<file path="config.mk">
export PLATFORM = sky130hd
export DESIGN_NAME = des_key_schedule
export DESIGN_NICKNAME = d
export VERILOG_FILES = /design/src/des_ks_pkg.sv /design/src/des_key_schedule.sv /design/src/des_ks_round.sv
export SDC_FILE = /design/constraint.sdc
export NUM_CORES = 1
export LEC_CHECK = 0
export BUFFER_PORTS_ARGS = -buffer_cell sky130_fd_sc_hd__clkbuf_2
export CAP_MARGIN = 25
export CORE_ASPECT_RATIO = 1.25
export CORE_MARGIN = 2
export CORE_UTILIZATION = 54
export DETAILED_ROUTE_END_ITERATION = 6
export HOLD_SLACK_MARGIN = 0.08
export PLACE_DENSITY = 0.8
export SLEW_MARGIN = 0
export SYNTH_ARGS = -nofsm -noshare
export SYNTH_HDL_FRONTEND = slang
export SYNTH_SLANG_ARGS = --single-unit
</file>
<file path="constraint.sdc">
create_clock -name clock -period 6.21 [get_ports clock]
set_clock_uncertainty 0.2 [all_clocks]
set_input_delay 0.621 -clock clock [delete_from_list [all_inputs] [get_ports clock]]
set_output_delay 0.621 -clock clock [all_outputs]
set_load 0.02 [all_outputs]
</file>
<file path="src/des_ks_pkg.sv">
// Package: DES key schedule permutation tables, types and helper functions.
`default_nettype none
package des_ks_pkg;

   localparam int HalfBits   = 28;
   localparam int KeyBits    = 64;
   localparam int CdBits     = 56;
   localparam int SubkeyBits = 48;
   localparam int NumRounds  = 16;

   typedef logic [7:0] tbl_entry_type;

   localparam tbl_entry_type Pc1Table [CdBits] = '{
      8'd57, 8'd49, 8'd41, 8'd33, 8'd25, 8'd17, 8'd9,  8'd1,
      8'd58, 8'd50, 8'd42, 8'd34, 8'd26, 8'd18, 8'd10, 8'd2,
      8'd59, 8'd51, 8'd43, 8'd35, 8'd27, 8'd19, 8'd11, 8'd3,
      8'd60, 8'd52, 8'd44, 8'd36, 8'd63, 8'd55, 8'd47, 8'd39,
      8'd31, 8'd23, 8'd15, 8'd7,  8'd62, 8'd54, 8'd46, 8'd38,
      8'd30, 8'd22, 8'd14, 8'd6,  8'd61, 8'd53, 8'd45, 8'd37,
      8'd29, 8'd21, 8'd13, 8'd5,  8'd28, 8'd20, 8'd12, 8'd4
   };

   localparam tbl_entry_type Pc2Table [SubkeyBits] = '{
      8'd14, 8'd17, 8'd11, 8'd24, 8'd1,  8'd5,  8'd3,  8'd28,
      8'd15, 8'd6,  8'd21, 8'd10, 8'd23, 8'd19, 8'd12, 8'd4,
      8'd26, 8'd8,  8'd16, 8'd7,  8'd27, 8'd20, 8'd13, 8'd2,
      8'd41, 8'd52, 8'd31, 8'd37, 8'd47, 8'd55, 8'd30, 8'd40,
      8'd51, 8'd45, 8'd33, 8'd48, 8'd44, 8'd49, 8'd39, 8'd56,
      8'd34, 8'd53, 8'd46, 8'd42, 8'd50, 8'd36, 8'd29, 8'd32
   };

   // The two key halves C and D, C in the upper position.
   typedef struct packed {
      logic [HalfBits-1:0] c;
      logic [HalfBits-1:0] d;
   } halves_type;

   typedef logic [3:0] round_idx_type;

   // PC-1: output bit k (MSB first) is key bit Pc1Table[k-1] (MSB = bit 1).
   function automatic halves_type pc1(input logic [KeyBits-1:0] key);
      logic [CdBits-1:0] cd;
      cd = '0;
      for (int i = 0; i < CdBits; i++) begin
         cd[CdBits-1-i] = key[KeyBits - int'(Pc1Table[i])];
      end
      return halves_type'(cd);
   endfunction

   // PC-2: output bit j (MSB first) is C:D bit Pc2Table[j-1] (MSB = bit 1).
   function automatic logic [SubkeyBits-1:0] pc2(input halves_type cd);
      logic [CdBits-1:0]     flat;
      logic [SubkeyBits-1:0] sub;
      flat = cd;
      sub  = '0;
      for (int i = 0; i < SubkeyBits; i++) begin
         sub[SubkeyBits-1-i] = flat[CdBits - int'(Pc2Table[i])];
      end
      return sub;
   endfunction

   // Rounds 1, 2, 9 and 16 rotate by one bit; all others by two.
   function automatic logic single_shift(input round_idx_type idx);
      return (idx == 4'd0) || (idx == 4'd1) || (idx == 4'd8) || (idx == 4'd15);
   endfunction

endpackage
`default_nettype wire

</file>
<file path="src/des_key_schedule.sv">
// Top level: DES key schedule, one 64-bit key in, sixteen round subkeys out.
//
// Usage:
//  - Request channel (req_*): one 64-bit DES key per request, key bit 1 in
//    the MSB. Parity bits are ignored. Accepted when req_valid && !req_stall.
//  - Result channel (rsp_*): sixteen results per key, in round order, each
//    with the 48-bit subkey, its round number (1..16) and rsp_last_subkey
//    set on round 16. Taken when rsp_valid && !rsp_stall.
//  - Order: an accepted key is loaded into the halves register; round 1
//    then reaches rsp_* through the result register. The single round unit
//    produces one subkey per cycle into the result register, so the later
//    rounds follow one per cycle while the receiver takes them.
//  - req_stall is high while rounds of the current key are still to be
//    produced; it drops in the cycle that moves round 16 into the result
//    register, so the next key is accepted at that same edge and keys
//    follow with no gap. While round 16 waits, rsp_stall may keep it high.
//  - When the receiver stalls, the result register holds its payload and
//    the round unit pauses; nothing is dropped or repeated.
//  - Reset (synchronous, active high) drops any key in progress and any
//    pending result.
`default_nettype none
module des_key_schedule (
   input  wire         clock,
   input  wire         reset,
   input  wire         req_valid,
   output logic        req_stall,
   input  wire  [63:0] req_cipher_key,
   output logic        rsp_valid,
   input  wire         rsp_stall,
   output logic [47:0] rsp_subkey,
   output logic [4:0]  rsp_round_number,
   output logic        rsp_last_subkey
);

   // Round engine state: key halves, next round index, busy flag.
   des_ks_pkg::halves_type    halves_ff, halves_in;
   des_ks_pkg::round_idx_type round_ff, round_in;
   logic                      busy_ff, busy_in;

   // Result register.
   logic                      rsp_valid_ff, rsp_valid_in;
   logic [47:0]               subkey_ff, subkey_in;
   logic [4:0]                round_num_ff, round_num_in;
   logic                      last_ff, last_in;

   des_ks_pkg::halves_type    halves_next;
   logic [47:0]               round_subkey;
   logic                      req_accept;
   logic                      out_load;
   logic                      round_last;

   des_ks_round u_round (
      .halves_cur  (halves_ff),
      .round_idx   (round_ff),
      .halves_next (halves_next),
      .subkey      (round_subkey)
   );

   // Advance a round whenever the result register is free or being emptied.
   assign out_load   = busy_ff && (!rsp_valid_ff || !rsp_stall);
   assign round_last = (round_ff == 4'(des_ks_pkg::NumRounds - 1));

   // Stall requests while rounds remain; release as round 16 moves out.
   assign req_stall  = busy_ff && !(out_load && round_last);
   assign req_accept = req_valid && !req_stall;

   always_comb begin
      halves_in    = halves_ff;
      round_in     = round_ff;
      busy_in      = busy_ff;
      rsp_valid_in = rsp_valid_ff;
      subkey_in    = subkey_ff;
      round_num_in = round_num_ff;
      last_in      = last_ff;

      if (req_accept) begin
         // Load PC-1 of the new key and restart at round 1.
         halves_in = des_ks_pkg::pc1(req_cipher_key);
         round_in  = '0;
         busy_in   = 1'b1;
      end else if (out_load) begin
         halves_in = halves_next;
         round_in  = round_ff + 4'd1;
         busy_in   = !round_last;
      end

      if (out_load) begin
         rsp_valid_in = 1'b1;
         subkey_in    = round_subkey;
         round_num_in = {1'b0, round_ff} + 5'd1;
         last_in      = round_last;
      end else if (!rsp_stall) begin
         // Drop the result once taken.
         rsp_valid_in = 1'b0;
      end
   end

   always_ff @(posedge clock) begin
      if (reset) begin
         busy_ff      <= 1'b0;
         round_ff     <= '0;
         rsp_valid_ff <= 1'b0;
      end else begin
         busy_ff      <= busy_in;
         round_ff     <= round_in;
         rsp_valid_ff <= rsp_valid_in;
      end
      halves_ff    <= halves_in;
      subkey_ff    <= subkey_in;
      round_num_ff <= round_num_in;
      last_ff      <= last_in;
   end

   assign rsp_valid        = rsp_valid_ff;
   assign rsp_subkey       = subkey_ff;
   assign rsp_round_number = round_num_ff;
   assign rsp_last_subkey  = last_ff;

endmodule
`default_nettype wire

</file>
<file path="src/des_ks_round.sv">
// One key schedule round: rotate both halves and apply PC-2.
`default_nettype none
module des_ks_round (
   input  wire des_ks_pkg::halves_type      halves_cur,
   input  wire des_ks_pkg::round_idx_type   round_idx,
   output des_ks_pkg::halves_type           halves_next,
   output logic [des_ks_pkg::SubkeyBits-1:0] subkey
);

   always_comb begin
      if (des_ks_pkg::single_shift(round_idx)) begin
         halves_next.c = {halves_cur.c[des_ks_pkg::HalfBits-2:0],
                          halves_cur.c[des_ks_pkg::HalfBits-1]};
         halves_next.d = {halves_cur.d[des_ks_pkg::HalfBits-2:0],
                          halves_cur.d[des_ks_pkg::HalfBits-1]};
      end else begin
         halves_next.c = {halves_cur.c[des_ks_pkg::HalfBits-3:0],
                          halves_cur.c[des_ks_pkg::HalfBits-1 -: 2]};
         halves_next.d = {halves_cur.d[des_ks_pkg::HalfBits-3:0],
                          halves_cur.d[des_ks_pkg::HalfBits-1 -: 2]};
      end
      subkey = des_ks_pkg::pc2(halves_next);
   end

endmodule
`default_nettype wire
</file>
==> impl_metrics.ini <==
[status]
status = complete, no violations

[setup_path]
reg2reg_setup_slack_ns = 3.18
crit_slowest_cell = nand2b_2
cp-start-kind = flip-flop
slowest_delay_ns = 0.51
rr_startpoint = round_ff[0]$_SDFFE_PP0P_
cp_cell_sequence = ha_1 -> and3_4 -> a21boi_4 -> nand2b_4 -> nand2b_2 -> buf_4
crit_type = flip-flop to flip-flop
reg2reg_to = halves_ff[31]$_DFFE_PP_
r2r_cells = 6
crit_required_ns = 6.04
worstPathArrival_ns = 2.86
cp_max_fo = 36
critical_path.endpoint_type = flip-flop

[sta]
fin_setup_tns_ns = 0
relSlewSlack = 0.483
fin_crit_sh = 0.487
slew_viol_final = 0
layout_min_cycle_time_ns = 3.03
rsz0062_at_grt = no
setup_viol = 0
worst_slew_pin_slew_ns = 0.775
hold_violations = 0
fmax_ghz = 0.330

[final_layout]
design_area_um2 = 6420
layout-drive-gt1-share = 0.613
area_growth_pct = 21.1
antenna_cells = 0
fin_cells = 537
finalNetCount = 471
nFillCells = 689

[cts]
clk_path_buf_depth = 2
clock-root-buffer = clkbuf_16
clock-sinks = 115
cts_tree = built
cts_hold_buf = 0
ctsResizeCount = 0
postCtsSetupBuffers = 0
htreeDepth = 4
clkTransAtPathRegs_ns = 0.05
cts_buffers = 17
worstSkewPairLatency_ns = 0.39

[logic_synthesis]
netlist.area_leader.share = 0.618
ys_seq_area_frac = 0.641
yosys_warnings = 0
syn-num-nets = 346
synth_seq_cells = 115
yosys-top-cells-area = edfxtp_1 62%, mux2_4 19%, mux2_2 7.7%, dfxtp_1 2.3%, buf_6 1.7%
syn-cell-area_um2 = 5300
syn_area_per_cell_um2 = 19.3
yosysTopAreaCell = edfxtp_1
synth.distinct_cells = 26
synthCells = 275

[floorplanning]
initial_utilization = 0.554
die_y_um = 115
dieArea_um2 = 10600
std_cell_rows = 40
core_um2 = 9560
io_pins = 124
die_w_um = 92.6

[hold_path]
hp-class = input pin to flip-flop
worstHoldEndpoint = busy_ff$_SDFFE_PP0P_
min_path_cells = 2
min_from = reset

[drt]
routed-via-count = 2716
drc = 0
ant_nets = 0
finalWirelength_mm = 8.65
firstDrtPassIters = 4
wl_per_cell_um = 16.1
drtIter0Drc = 85
via_per_inst = 5.06

[global_route]
grt_use_total = 0.173
antenna_found_initial = 0
grt_max_degree = 60
grt_pass1_vias = 2871
grt_overflow_total = 0
grt_pass1_wl_mm = 13.9

[place]
place_inst = 507
placed_cell_area_um2 = 5940
io_buffers = 115
gp_congestion = 0.761
post-dp-hpwl_mm = 5.72

[power]
power.total_mw = 2.17
vdd_drop_max_mv = 0.273
power_leakage_nw = 2.74
power.density_nw_per_um2 = 338

[run]
drv_cap = 0
## cells in the mapped netlist
| cell | instances |
|---|---|
| edfxtp_1 | 109 |
| mux2_4 | 68 |
| mux2_2 | 36 |
| buf_6 | 8 |
| mux2_1 | 8 |
| dfxtp_1 | 6 |
| nor2_1 | 5 |
| nor3_1 | 4 |
| ha_1 | 3 |
| nand2_1 | 3 |
| xor2_1 | 3 |
| a21oi_1 | 2 |
| buf_2 | 2 |
| buf_4 | 2 |
| buf_8 | 2 |
| inv_1 | 2 |
| nand2b_1 | 2 |
| xnor2_1 | 2 |
| a21boi_1 | 1 |
| a21boi_4 | 1 |
| a22oi_2 | 1 |
| and3_4 | 1 |
| nand2b_4 | 1 |
| nand3_1 | 1 |
| nand4_1 | 1 |
| nor2b_1 | 1 |
## critical path, delay by kind of cell (launching register included)
family,cells,cell delay [ns]
adder cells (fa/ha/maj),1,0.28
AND/OR/NAND/NOR,3,1.09
buffers and inverters,1,0.51
AO/OA/AOI/OAI,1,0.07
flip-flops,1,0.46
## state kept, by name (all words and copies together) (netlist names)
register          count
rsp_subkey           48
busy_ff               1
halves_ff            56
rsp_round_number      5
rsp_valid             1
round_ff              4
## per-layer routing
metal	vias to the layer above	part of all wire	GRT usage	wire [um]
met4	0	0.0090	0.0687	78
met3	8	0.069	0.0688	595
li1	1317	-	-	-
met2	88	0.51	0.285	4430
met1	1303	0.41	0.206	3550
met5	-	0	0	0
## report_power, final
group / leakage, nW / internal, mW / switching [mW]
clock network: 0.241 / 0.490 / 0.298
registers: 1.10 / 0.983 / 0.0382
logic: 1.39 / 0.198 / 0.165
total: 2.74 / 1.67 / 0.501
## worst max-delay path by stage
stage                                  start                       to  slack (ns)  depth (start not counted)
floorplan                          rsp_stall   halves_ff[0]$_DFFE_PP_        0.62                          2
CTS                 round_ff[0]$_SDFFE_PP0P_  halves_ff[45]$_DFFE_PP_        3.13                          6
finish              round_ff[0]$_SDFFE_PP0P_  halves_ff[31]$_DFFE_PP_        3.18                          6
global route        round_ff[0]$_SDFFE_PP0P_  halves_ff[36]$_DFFE_PP_        2.99                          6
detailed placement                 rsp_stall  halves_ff[36]$_DFFE_PP_        2.92                          5
global placement                   rsp_stall  halves_ff[37]$_DFFE_PP_        3.00                          5
## kinds of logic after synthesis
family          Yosys count  synth area share
compound gates            5           0.00921
xor+xnor                  5           0.00827
fa+ha+maj                 3           0.00709
buf+inv                  16            0.0288
flops                   115             0.641
mux                     112             0.286
simple gates             19            0.0198
## layout by cell type (no fill, tap or decap)
cell / n
clkbuf_2: 115
edfxtp_1: 109
mux2_4: 68
mux2_2: 36
clkbuf_16: 17
mux2_1: 8
dfxtp_1: 6
clkinv_1: 6
nor2_1: 5
clkinv_2: 5
buf_4: 5
nor3_1: 4
nand2_1: 3
xor2_1: 3
ha_1: 3
a21boi_4: 2
xnor2_1: 2
inv_1: 2
a21oi_1: 2
clkbuf_1: 2
and3_4: 1
nand2b_4: 1
nand2b_2: 1
nand3_1: 1
nand2b_1: 1
a22oi_2: 1
nor2b_1: 1
nand4_1: 1
## layout make-up
cell class / instances / area (um2) / area share
clock buffers: 19 / 433 / 0.0675
clock inverters: 11 / 47.5 / 0.00741
inverters: 2 / 7.51 / 0.00117
multi-input cells: 144 / 1770 / 0.275
flip-flops and latches: 115 / 3390 / 0.529
well taps: 126 / 158 / 0.0246
repair buffers: 120 / 613 / 0.0955
## through the flow
stage	hold WS (ns)	setup WS, ns	util
floorplan	0.254	0.617	-
global placement	0.281	3.00	0.621
detailed placement	0.304	2.92	0.621
CTS	0.264	3.13	0.671
global route	0.279	2.99	0.671
finish	0.281	3.18	0.671
Note: power is estimated with default switching activity, not from simulation.
